===== config.mk =====
export PLATFORM = sky130hd
export DESIGN_NAME = piecewise_linear_colormap
export DESIGN_NICKNAME = d
export VERILOG_FILES = /design/src/sv/plm_pkg.sv /design/src/sv/plm_csr.sv /design/src/sv/plm_select.sv /design/src/sv/plm_interp.sv /design/src/sv/piecewise_linear_colormap.sv
export SDC_FILE = /design/constraint.sdc
export NUM_CORES = 2
export LEC_CHECK = 0
export ABC_AREA = 1
export BUFFER_PORTS_ARGS = -buffer_cell sky130_fd_sc_hd__buf_2
export CAP_MARGIN = 20
export CORE_MARGIN = 8
export CORE_UTILIZATION = 31
export CTS_CLUSTER_SIZE = 28
export DETAILED_ROUTE_END_ITERATION = 6
export PLACE_DENSITY = 0.53
export SYNTH_ARGS = -nofsm -noshare
export SYNTH_HDL_FRONTEND = slang
export SYNTH_SLANG_ARGS = --single-unit

===== constraint.sdc =====
create_clock -name clock -period 18.6 [get_ports clock]
set_clock_uncertainty 0.15 [all_clocks]
set_input_delay 0.93 -clock clock [delete_from_list [all_inputs] [get_ports clock]]
set_output_delay 0.93 -clock clock [all_outputs]
set_load 0.02 [all_outputs]

===== src/sv/plm_pkg.sv =====
// Shared types, constants and helper functions of the piecewise-linear color map.
`timescale 1ns / 1ps

package plm_pkg;

   localparam int IN_W          = 16;
   localparam int POS_W         = 17;
   localparam int POS_LSB       = 24;
   localparam int CHAN_W        = 8;
   localparam int NUM_CHAN      = 3;
   localparam int STOP_W        = 41;
   localparam int NUM_STOP_REGS = 6;
   localparam int STOP_IDX_W    = 3;
   localparam int CNT_W         = 3;
   localparam int XC_W          = 9;
   localparam int LEVEL_SHIFT   = 8;
   localparam int PROD_W        = POS_W + CHAN_W;
   localparam int Q_BITS        = 8;
   localparam int STAGES        = 5 + Q_BITS;
   localparam int CSR_DATA_W    = 64;
   localparam int CSR_ADDR_W    = 6;
   localparam int REG_IDX_W     = 3;

   localparam logic [XC_W-1:0] FULL_SCALE = 9'd256;

   // Register indexes of the configuration port.
   localparam logic [REG_IDX_W-1:0] REG_STOP_COUNT = 3'd0;
   localparam logic [REG_IDX_W-1:0] REG_NONE       = 3'd7;

   localparam logic [NUM_STOP_REGS-1:0][STOP_W-1:0] STOP_RESET = {
      41'd1099528339456, 41'd879629434624, 41'd659713752832,
      41'd439798005759,  41'd219898970367, 41'd128
   };

   typedef struct packed {
      logic [CNT_W-1:0]                       stop_count;
      logic [NUM_STOP_REGS-1:0][STOP_W-1:0]   stops;
   } cfg_type;

   typedef struct packed {
      logic [STAGES-1:0] load;
   } pipe_ctrl_type;

   typedef struct packed {
      logic [POS_W-1:0]  dl_mag;
      logic              dl_neg;
      logic [POS_W-1:0]  den_mag;
      logic              den_neg;
      logic              bypass;
      logic [CHAN_W-1:0] c1;
      logic [CHAN_W-1:0] dc_mag;
      logic              dc_neg;
   } chan_terms_type;

   function automatic logic [POS_W-1:0] stop_pos(input logic [STOP_W-1:0] s);
      return s[POS_LSB +: POS_W];
   endfunction

   // Channel 0 is red (bits 23:16), channel 2 is blue (bits 7:0).
   function automatic logic [CHAN_W-1:0] stop_color(input logic [STOP_W-1:0] s, input int ch);
      return s[(NUM_CHAN-1-ch)*CHAN_W +: CHAN_W];
   endfunction

endpackage


===== src/sv/plm_csr.sv =====
// Configuration register file with its APB-style access port.
`timescale 1ns / 1ps

module plm_csr (
   input  logic                              clock,
   input  logic                              reset,
   input  logic                              csr_psel,
   input  logic                              csr_penable,
   input  logic                              csr_pwrite,
   input  logic [plm_pkg::CSR_ADDR_W-1:0]    csr_paddr,
   input  logic [plm_pkg::CSR_DATA_W-1:0]    csr_pwdata,
   output logic [plm_pkg::CSR_DATA_W-1:0]    csr_prdata,
   output logic                              csr_pready,
   output plm_pkg::cfg_type                  cfg
);

   logic [plm_pkg::REG_IDX_W-1:0]  reg_idx;
   logic [plm_pkg::STOP_IDX_W-1:0] stop_sel;
   logic                           wr_en;
   plm_pkg::cfg_type               cfg_ff;
   plm_pkg::cfg_type               cfg_in;

   assign reg_idx    = csr_paddr[plm_pkg::CSR_ADDR_W-1 -: plm_pkg::REG_IDX_W];
   assign stop_sel   = reg_idx - plm_pkg::STOP_IDX_W'(1);
   assign wr_en      = csr_psel & csr_penable & csr_pwrite;
   assign csr_pready = 1'b1;

   always_comb begin
      cfg_in = cfg_ff;
      if (wr_en) begin
         unique case (reg_idx)
            plm_pkg::REG_STOP_COUNT: cfg_in.stop_count = csr_pwdata[plm_pkg::CNT_W-1:0];
            plm_pkg::REG_NONE: ;
            default: cfg_in.stops[stop_sel] = csr_pwdata[plm_pkg::STOP_W-1:0];
         endcase
      end
   end

   always_ff @(posedge clock) begin
      if (reset) begin
         cfg_ff.stop_count <= plm_pkg::CNT_W'(plm_pkg::NUM_STOP_REGS);
         cfg_ff.stops      <= plm_pkg::STOP_RESET;
      end else begin
         cfg_ff <= cfg_in;
      end
   end

   always_comb begin
      unique case (reg_idx)
         plm_pkg::REG_STOP_COUNT: csr_prdata = plm_pkg::CSR_DATA_W'(cfg_ff.stop_count);
         plm_pkg::REG_NONE:       csr_prdata = '0;
         default: csr_prdata = plm_pkg::CSR_DATA_W'(cfg_ff.stops[stop_sel]);
      endcase
   end

   assign cfg = cfg_ff;

endmodule


===== src/sv/plm_select.sv =====
// Stop search and difference terms: the first two pipeline stages.
`timescale 1ns / 1ps

module plm_select #(
   parameter int MAX_STOPS = 6
) (
   input  logic                                       clock,
   input  plm_pkg::pipe_ctrl_type                     ctrl,
   input  plm_pkg::cfg_type                           cfg,
   input  logic [plm_pkg::IN_W-1:0]                   intensity,
   output plm_pkg::chan_terms_type [plm_pkg::NUM_CHAN-1:0] terms
);

   localparam int LEVEL_W = plm_pkg::XC_W + plm_pkg::LEVEL_SHIFT;

   logic [plm_pkg::XC_W-1:0]        xc;
   logic [LEVEL_W-1:0]              level;
   logic [plm_pkg::CNT_W-1:0]       n;
   logic [plm_pkg::STOP_IDX_W-1:0]  lo_idx;
   logic [plm_pkg::STOP_IDX_W-1:0]  hi_idx;
   logic                            found;

   logic [LEVEL_W-1:0]              level_ff;
   logic [plm_pkg::STOP_W-1:0]      lo_ff;
   logic [plm_pkg::STOP_W-1:0]      hi_ff;
   logic                            found_ff;
   logic [LEVEL_W-1:0]              level_in;
   logic [plm_pkg::STOP_W-1:0]      lo_in;
   logic [plm_pkg::STOP_W-1:0]      hi_in;
   logic                            found_in;

   logic [plm_pkg::POS_W:0]         dl;
   logic [plm_pkg::POS_W:0]         den;
   plm_pkg::chan_terms_type [plm_pkg::NUM_CHAN-1:0] terms_ff;
   plm_pkg::chan_terms_type [plm_pkg::NUM_CHAN-1:0] terms_in;

   // Stage 0: clamp the sample, then look for the first stop at or above the level.
   always_comb begin
      xc    = (intensity > plm_pkg::IN_W'(plm_pkg::FULL_SCALE)) ? plm_pkg::FULL_SCALE
                                                               : intensity[plm_pkg::XC_W-1:0];
      level = {xc, {plm_pkg::LEVEL_SHIFT{1'b0}}};

      if (cfg.stop_count == '0) begin
         n = plm_pkg::CNT_W'(1);
      end else if (cfg.stop_count > plm_pkg::CNT_W'(MAX_STOPS)) begin
         n = plm_pkg::CNT_W'(MAX_STOPS);
      end else begin
         n = cfg.stop_count;
      end

      lo_idx = plm_pkg::STOP_IDX_W'(n - plm_pkg::CNT_W'(1));
      hi_idx = lo_idx;
      found  = 1'b0;
      // Walking downward lets the lowest qualifying stop win.
      for (int i = MAX_STOPS - 1; i >= 1; i--) begin
         if ((plm_pkg::CNT_W'(i) < n) &&
             (level <= plm_pkg::stop_pos(cfg.stops[i]))) begin
            lo_idx = plm_pkg::STOP_IDX_W'(i - 1);
            hi_idx = plm_pkg::STOP_IDX_W'(i);
            found  = 1'b1;
         end
      end

      level_in = level;
      lo_in    = cfg.stops[lo_idx];
      hi_in    = cfg.stops[hi_idx];
      found_in = found;
   end

   always_ff @(posedge clock) begin
      if (ctrl.load[0]) begin
         level_ff <= level_in;
         lo_ff    <= lo_in;
         hi_ff    <= hi_in;
         found_ff <= found_in;
      end
   end

   // Stage 1: signed differences, split into sign and magnitude.
   always_comb begin
      dl  = {1'b0, level_ff} - {1'b0, plm_pkg::stop_pos(lo_ff)};
      den = {1'b0, plm_pkg::stop_pos(hi_ff)} - {1'b0, plm_pkg::stop_pos(lo_ff)};
      for (int ch = 0; ch < plm_pkg::NUM_CHAN; ch++) begin
         logic [plm_pkg::CHAN_W:0] dc;
         dc = {1'b0, plm_pkg::stop_color(hi_ff, ch)} - {1'b0, plm_pkg::stop_color(lo_ff, ch)};
         terms_in[ch].dl_neg  = dl[plm_pkg::POS_W];
         terms_in[ch].dl_mag  = dl[plm_pkg::POS_W] ? plm_pkg::POS_W'(-dl)
                                                   : dl[plm_pkg::POS_W-1:0];
         terms_in[ch].den_neg = den[plm_pkg::POS_W];
         terms_in[ch].den_mag = den[plm_pkg::POS_W] ? plm_pkg::POS_W'(-den)
                                                    : den[plm_pkg::POS_W-1:0];
         terms_in[ch].bypass  = !found_ff || (den == '0);
         terms_in[ch].c1      = plm_pkg::stop_color(lo_ff, ch);
         terms_in[ch].dc_neg  = dc[plm_pkg::CHAN_W];
         terms_in[ch].dc_mag  = dc[plm_pkg::CHAN_W] ? plm_pkg::CHAN_W'(-dc)
                                                    : dc[plm_pkg::CHAN_W-1:0];
      end
   end

   always_ff @(posedge clock) begin
      if (ctrl.load[1]) begin
         terms_ff <= terms_in;
      end
   end

   assign terms = terms_ff;

endmodule


===== src/sv/plm_interp.sv =====
// One color channel: product, pipelined floor division and clamping.
`timescale 1ns / 1ps

module plm_interp (
   input  logic                         clock,
   input  plm_pkg::pipe_ctrl_type       ctrl,
   input  plm_pkg::chan_terms_type      terms,
   output logic [plm_pkg::CHAN_W-1:0]   color
);

   localparam int QM_W  = plm_pkg::Q_BITS + 2;
   localparam int SUM_W = QM_W + 1;
   localparam int DIV0  = 3;

   // Stage 2 registers.
   logic [plm_pkg::PROD_W-1:0]  prod_ff;
   logic [plm_pkg::POS_W-1:0]   den2_ff;
   logic                        neg2_ff;
   logic                        byp2_ff;
   logic [plm_pkg::CHAN_W-1:0]  c1_2_ff;
   logic [plm_pkg::PROD_W-1:0]  prod_in;
   logic                        neg2_in;

   // Entry 0 is the saturation stage; entries 1.. are the quotient steps.
   logic [plm_pkg::PROD_W-1:0]  rem_ff [plm_pkg::Q_BITS+1];
   logic [plm_pkg::Q_BITS-1:0]  q_ff   [plm_pkg::Q_BITS+1];
   logic [plm_pkg::POS_W-1:0]   den_ff [plm_pkg::Q_BITS+1];
   logic                        neg_ff [plm_pkg::Q_BITS+1];
   logic                        sat_ff [plm_pkg::Q_BITS+1];
   logic                        byp_ff [plm_pkg::Q_BITS+1];
   logic [plm_pkg::CHAN_W-1:0]  c1_ff  [plm_pkg::Q_BITS+1];
   logic [plm_pkg::PROD_W-1:0]  rem_in [plm_pkg::Q_BITS+1];
   logic [plm_pkg::Q_BITS-1:0]  q_in   [plm_pkg::Q_BITS+1];
   logic                        sat_in;

   logic [QM_W-1:0]             qmag;
   logic [SUM_W-1:0]            qsgn;
   logic [SUM_W-1:0]            sum;
   logic [plm_pkg::CHAN_W-1:0]  color_ff;
   logic [plm_pkg::CHAN_W-1:0]  color_in;

   // Both factors are widened first so the product keeps all of its bits.
   assign prod_in = {{plm_pkg::CHAN_W{1'b0}}, terms.dl_mag} *
                    {{plm_pkg::POS_W{1'b0}}, terms.dc_mag};
   assign neg2_in = terms.dl_neg ^ terms.dc_neg ^ terms.den_neg;

   always_ff @(posedge clock) begin
      if (ctrl.load[2]) begin
         prod_ff <= prod_in;
         den2_ff <= terms.den_mag;
         neg2_ff <= neg2_in;
         byp2_ff <= terms.bypass;
         c1_2_ff <= terms.c1;
      end
   end

   // A quotient at or above full range clamps the channel whatever its low bits.
   assign sat_in    = prod_ff >= {den2_ff, {plm_pkg::Q_BITS{1'b0}}};
   assign rem_in[0] = prod_ff;
   assign q_in[0]   = '0;

   always_ff @(posedge clock) begin
      if (ctrl.load[DIV0]) begin
         rem_ff[0] <= rem_in[0];
         q_ff[0]   <= q_in[0];
         den_ff[0] <= den2_ff;
         neg_ff[0] <= neg2_ff;
         sat_ff[0] <= sat_in;
         byp_ff[0] <= byp2_ff;
         c1_ff[0]  <= c1_2_ff;
      end
   end

   for (genvar s = 1; s <= plm_pkg::Q_BITS; s++) begin : g_step
      localparam int K = plm_pkg::Q_BITS - s;
      logic [plm_pkg::PROD_W:0] trial;

      always_comb begin
         trial     = {1'b0, rem_ff[s-1]} -
                     {1'b0, plm_pkg::PROD_W'(den_ff[s-1]) << K};
         rem_in[s] = rem_ff[s-1];
         q_in[s]   = q_ff[s-1];
         if (!trial[plm_pkg::PROD_W]) begin
            rem_in[s]  = trial[plm_pkg::PROD_W-1:0];
            q_in[s][K] = 1'b1;
         end
      end

      always_ff @(posedge clock) begin
         if (ctrl.load[DIV0 + s]) begin
            rem_ff[s] <= rem_in[s];
            q_ff[s]   <= q_in[s];
            den_ff[s] <= den_ff[s-1];
            neg_ff[s] <= neg_ff[s-1];
            sat_ff[s] <= sat_ff[s-1];
            byp_ff[s] <= byp_ff[s-1];
            c1_ff[s]  <= c1_ff[s-1];
         end
      end
   end

   // A negative quotient with a remainder rounds one further down.
   always_comb begin
      if (sat_ff[plm_pkg::Q_BITS]) begin
         qmag = QM_W'(1) << plm_pkg::Q_BITS;
      end else begin
         qmag = QM_W'(q_ff[plm_pkg::Q_BITS]) +
                QM_W'(neg_ff[plm_pkg::Q_BITS] && (rem_ff[plm_pkg::Q_BITS] != '0));
      end
      qsgn = neg_ff[plm_pkg::Q_BITS] ? SUM_W'(-{1'b0, qmag}) : {1'b0, qmag};
      sum  = SUM_W'(c1_ff[plm_pkg::Q_BITS]) + qsgn;
      if (byp_ff[plm_pkg::Q_BITS]) begin
         color_in = c1_ff[plm_pkg::Q_BITS];
      end else if (sum[SUM_W-1]) begin
         color_in = '0;
      end else if (sum[SUM_W-2:plm_pkg::CHAN_W] != '0) begin
         color_in = '1;
      end else begin
         color_in = sum[plm_pkg::CHAN_W-1:0];
      end
   end

   always_ff @(posedge clock) begin
      if (ctrl.load[plm_pkg::STAGES-1]) begin
         color_ff <= color_in;
      end
   end

   assign color = color_ff;

endmodule


===== src/sv/piecewise_linear_colormap.sv =====
// Top level of the piecewise-linear color map: stream ports, pipeline control, registers.
// Throughput is one item per clock unless the result port stalls; the eight quotient
// stages set the pipeline depth. Each stage holds its item only while it and every
// later stage are full and the output is stalled, so bubbles close up under stall.
// Synchronous reset empties the pipeline and loads the six default color stops.
`timescale 1ns / 1ps

module piecewise_linear_colormap #(
   parameter int MAX_STOPS = 6
) (
   input  logic                              clock,
   input  logic                              reset,
   // Input items.
   input  logic                              req_tvalid,
   output logic                              req_tready,
   input  logic [15:0]                       req_tdata,    // [15:0] intensity
   // Result items.
   output logic                              rsp_tvalid,
   input  logic                              rsp_tready,
   output logic [23:0]                       rsp_tdata,    // [7:0] red, [15:8] green, [23:16] blue
   // Configuration port.
   input  logic                              csr_psel,
   input  logic                              csr_penable,
   input  logic                              csr_pwrite,
   input  logic [plm_pkg::CSR_ADDR_W-1:0]    csr_paddr,
   input  logic [plm_pkg::CSR_DATA_W-1:0]    csr_pwdata,
   output logic [plm_pkg::CSR_DATA_W-1:0]    csr_prdata,
   output logic                              csr_pready
);

   localparam int LAST = plm_pkg::STAGES - 1;

   plm_pkg::cfg_type                                cfg;
   plm_pkg::pipe_ctrl_type                          ctrl;
   plm_pkg::chan_terms_type [plm_pkg::NUM_CHAN-1:0] terms;
   logic [plm_pkg::NUM_CHAN-1:0][plm_pkg::CHAN_W-1:0] colors;

   logic [plm_pkg::STAGES-1:0] valid_ff;
   logic [plm_pkg::STAGES-1:0] valid_in;
   logic [plm_pkg::STAGES-1:0] ready;

   plm_csr u_csr (
      .clock       (clock),
      .reset       (reset),
      .csr_psel    (csr_psel),
      .csr_penable (csr_penable),
      .csr_pwrite  (csr_pwrite),
      .csr_paddr   (csr_paddr),
      .csr_pwdata  (csr_pwdata),
      .csr_prdata  (csr_prdata),
      .csr_pready  (csr_pready),
      .cfg         (cfg)
   );

   // A stage may load when it or some stage after it up to the output is empty, or when
   // the output is being taken. Equivalently, it may load when the result port is ready
   // or some stage at or after it is empty.
   always_comb begin
      for (int k = 0; k < plm_pkg::STAGES; k++) begin
         logic [plm_pkg::STAGES-1:0] upper;
         upper    = {plm_pkg::STAGES{1'b1}} << k;
         ready[k] = rsp_tready || !(&(valid_ff | ~upper));
      end
      valid_in = {valid_ff[plm_pkg::STAGES-2:0], req_tvalid};
   end

   always_ff @(posedge clock) begin
      if (reset) begin
         valid_ff <= '0;
      end else begin
         for (int k = 0; k < plm_pkg::STAGES; k++) begin
            if (ready[k]) begin
               valid_ff[k] <= valid_in[k];
            end
         end
      end
   end

   assign ctrl.load  = ready;
   assign req_tready = ready[0];
   assign rsp_tvalid = valid_ff[LAST];

   // Stages 0 and 1: stop search and signed difference terms.
   plm_select #(
      .MAX_STOPS (MAX_STOPS)
   ) u_select (
      .clock     (clock),
      .ctrl      (ctrl),
      .cfg       (cfg),
      .intensity (req_tdata[plm_pkg::IN_W-1:0]),
      .terms     (terms)
   );

   // Stages 2 through 12: one product, divider and clamp per channel.
   for (genvar ch = 0; ch < plm_pkg::NUM_CHAN; ch++) begin : g_chan
      plm_interp u_interp (
         .clock (clock),
         .ctrl  (ctrl),
         .terms (terms[ch]),
         .color (colors[ch])
      );
   end

   // Red sits in the lowest byte.
   assign rsp_tdata = {colors[2], colors[1], colors[0]};

`ifndef ASSERT_OFF
   a_accept_enters: assert property (@(posedge clock) disable iff (reset)
      (req_tvalid && req_tready) |=> valid_ff[0])
      else $error("accepted item did not enter the first stage");

   a_full_blocks: assert property (@(posedge clock) disable iff (reset)
      ((&valid_ff) && !rsp_tready) |-> !req_tready)
      else $error("input accepted while every stage is full and output stalled");

   a_empty_out_ready: assert property (@(posedge clock) disable iff (reset)
      !valid_ff[LAST] |-> req_tready)
      else $error("input refused while the output stage is empty");

   a_reset_empty: assert property (@(posedge clock)
      $past(reset) |-> !rsp_tvalid)
      else $error("result shown right after reset");
`endif

endmodule


==> flow_metrics.py <==
metrics = {
    "cells_and_area": {
        "nets": 13100,
        "n_fill_cell": 36000,
        "drive_above_1_share": 0.0548,
        "syn_to_final_growth_pct": 10.8,
        "finish.utilization": 0.344,
    },
    "global_routing": {
        "grt_antenna_before_repair": 16,
        "top_usage_layer": "met2",
        "grt_use_total": 0.163,
        "use_met1": 0.208,
        "grt_max_degree": 124,
        "grt_pass1_vias": 79100,
        "grt_pass1_wl_mm": 477,
        "grt_use_met2": 0.280,
        "grt.overflow.total": 0,
        "grt_use_met3": 0.0186,
    },
    "setup_path": {
        "rr_endpoint": "u_select.terms[53]",
        "critical_path_arrival_ps": 7560,
        "timing.rr.start": "valid_ff[12]",
        "cp-endpoint": "u_select.lo_ff[39]",
        "crit_path_start": "req_tdata[9]",
        "worstRegToRegCells": 14,
        "worstSetupStartpointType": "input port",
        "r2r_setup_slack_ps": 12240,
        "worstPathRequired_ps": 19120,
        "crit_path_end_kind": "register",
        "path_class": "in2reg",
        "path_max_fanout": 54,
    },
    "route": {
        "vias_per_cell": 4.88,
        "wl_per_cell_microns": 18.9,
        "remaining_drc_errors": 3,
        "via_count": 81600,
        "drtAntennaViolNets": 0,
        "drt_iter0_markers": 6024,
        "drt-total-wl_mm": 316,
        "first_pass_iters": 7,
    },
    "logic_synthesis": {
        "synth_edf_count": 1522,
        "avgSynthCellArea_sq_um": 9.19,
        "synth-seq-cells": 1784,
        "ys_seq_area_frac": 0.466,
        "syn_inst": 11900,
        "synthFlopType": "edfxtp_1",
        "yosys-top-cells-area": "edfxtp_1 (42%), nand2_1 (8.7%), ha_1 (8.4%)",
        "synth-async-reset-ratio": 0,
        "syn_area_sq_um": 109000,
        "synth_common_cells": "nand2_1 (2528), edfxtp_1 (1522), inv_1 (1512)",
        "synth_top_area_cell": "edfxtp_1",
        "synth_cell_types": 67,
        "synth_top_area_frac": 0.418,
        "yosys_warnings": 0,
        "post-synth-top-count-cell": "nand2_1",
    },
    "timing": {
        "rsz0062_at_grt": "no",
        "slew_headroom": 0.206,
        "worst_pin_slew_ps": 1190,
        "fmax_mhz": 142,
        "setup-tns-final_ps": 0,
        "finalMaxSlewViolations": 0,
        "hold_violations": 0,
        "setup_viol": 0,
        "period_minus_slack_ps": 7040,
        "period_share": 0.378,
    },
    "clocking": {
        "cts_resized": 0,
        "clockRootBuffer": "clkbuf_16",
        "tritoncts": "done",
        "clock_sinks": 1784,
        "numCtsBuffers": 188,
        "post_cts_buffers": 0,
        "clk_pin_slew_ps": 60,
        "cts_buffer_depth": 4,
        "clock_latency_ps": 850,
        "ctsHoldBuffers": 0,
        "cts-htree-levels": 4,
    },
    "job": {
        "cap_violations": 0,
    },
    "placed_design": {
        "place_congestion": 0.908,
        "post-dp-hpwl_mm": 233,
        "numPortBuffers": 133,
    },
    "worst_hold_path": {
        "hold_class": "in2reg",
    },
    "die": {
        "die_h_microns": 610,
        "die_w_microns": 610,
        "pin_count": 184,
        "coreArea_sq_um": 352000,
        "floorplan.initialDensity": 0.311,
        "die-area_sq_um": 372000,
        "row_count": 218,
    },
    "run_status": {
        "outcome": "finished with violations",
        "violations": "design-rule violations",
    },
}
==> cell type report <==
class	instances	area [sq um]	area share
Timing Repair Buffer	236	1510	0.0125
Clock inverter	102	832	0.00687
Inverter	1533	5780	0.0478
Tap cell	4620	5780	0.0478
Clock buffer	238	5220	0.0431
Antenna cell	8	20.0	0.000165
Sequential cell	1784	50900	0.421
Multi-Input combinational cell	8195	51000	0.421
==> through the flow <==
stage	worst slack, ps	cells	hold WS [ps]	instance area (sq um)
after floorplan	4170	11900	250	109000
after detailed placement	10920	16400	255	115000
final	11560	16700	194	121000
after global routing	10850	16700	141	121000
after CTS	11150	16700	111	121000
after global placement	10960	16400	250	115000
==> layout by cell type, fill, tap and decap left out, types with 12 or more instances in the layout <==
cell / n
a31oi_1: 57
nand2_1: 2526
or2_2: 31
o21ai_2: 14
fa_1: 301
xor2_1: 299
clkinv_1: 33
a21o_1: 49
nand2_2: 18
o21a_1: 23
o21bai_1: 42
clkbuf_16: 198
nor2_2: 12
a22oi_1: 23
nand4_1: 119
inv_1: 1503
o211ai_1: 123
xnor2_1: 275
o22ai_1: 36
nand3b_1: 30
nor3_1: 82
dfxtp_1: 262
a21oi_1: 936
o21ai_1: 98
nor4_1: 44
ha_1: 731
nand3_1: 665
clkinv_2: 40
edfxtp_1: 1522
a21boi_0: 21
nor2_1: 682
inv_2: 18
clkbuf_1: 29
a221oi_1: 34
conb_1: 24
buf_4: 99
buf_2: 133
o21ai_0: 798
==> kinds of logic after synthesis <==
logic type,synth area share
buf+inv,0.0696
xor+xnor,0.0460
fa+ha+maj,0.139
simple gates,0.163
flops,0.466
compound gates,0.117
other cells,0.0000687
==> metal layers <==
layer / part of all wire / up-vias
li1: - / 40400
met1: 0.43 / 38500
met2: 0.47 / 2099
met3: 0.047 / 585
met4: 0.049 / 0
met5: 0 / -
==> critical path, stage by stage <==
cell,delay (ps)
buf_2,90
or4_1,510
nor4_1,280
o21ai_1,250
inv_1,120
nand2_1,60
inv_1,280
ha_1,210
nand4_1,120
nor2_1,330
nand3_1,130
nand3_1,90
nand2_1,70
nand2_2,650
buf_4,770
nand2_1,170
nor2_1,250
nand2_4,530
nor2_4,590
buf_4,680
o211ai_1,180
nand2_1,190
==> state kept, by name (all words and copies together) (netlist names), 24 cells and up <==
name	cells
u_select.lo_ff	41
g_chan.u_interp.rem_ff	675
u_csr.cfg	249
g_chan.u_interp.neg_ff	27
g_chan.u_interp.prod_ff	75
g_chan.u_interp.c1_2_ff	24
g_chan.u_interp.sat_ff	27
g_chan.u_interp.c1_ff	216
u_select.hi_ff	41
g_chan.u_interp.den_ff	136
u_select.terms	88
g_chan.u_interp.q_ff	108
g_chan.u_interp.color	24
==> worst min-delay path by stage <==
stage                              startpoint                               to  slack [ps]  cells after the start
3_5_place_dp   g_chan[0].u_interp.c1_ff[0][4]  g_chan[0].u_interp.c1_ff[0][12]         250                      0
3_3_place_gp               u_select.terms[15]    g_chan[0].u_interp.c1_2_ff[6]         250                      0
4_1_cts                            req_tvalid                      valid_ff[0]         110                      3
5_1_grt                            req_tvalid                      valid_ff[0]         140                      3
6_report                           req_tvalid                      valid_ff[0]         190                      3
2_1_floorplan    g_chan[2].u_interp.byp_ff[1]  g_chan[0].u_interp.byp_ff[0][2]         250                      0
Power is not shown: default switching activity piles up to over one toggle a cycle in this logic, so the estimate is an artifact.
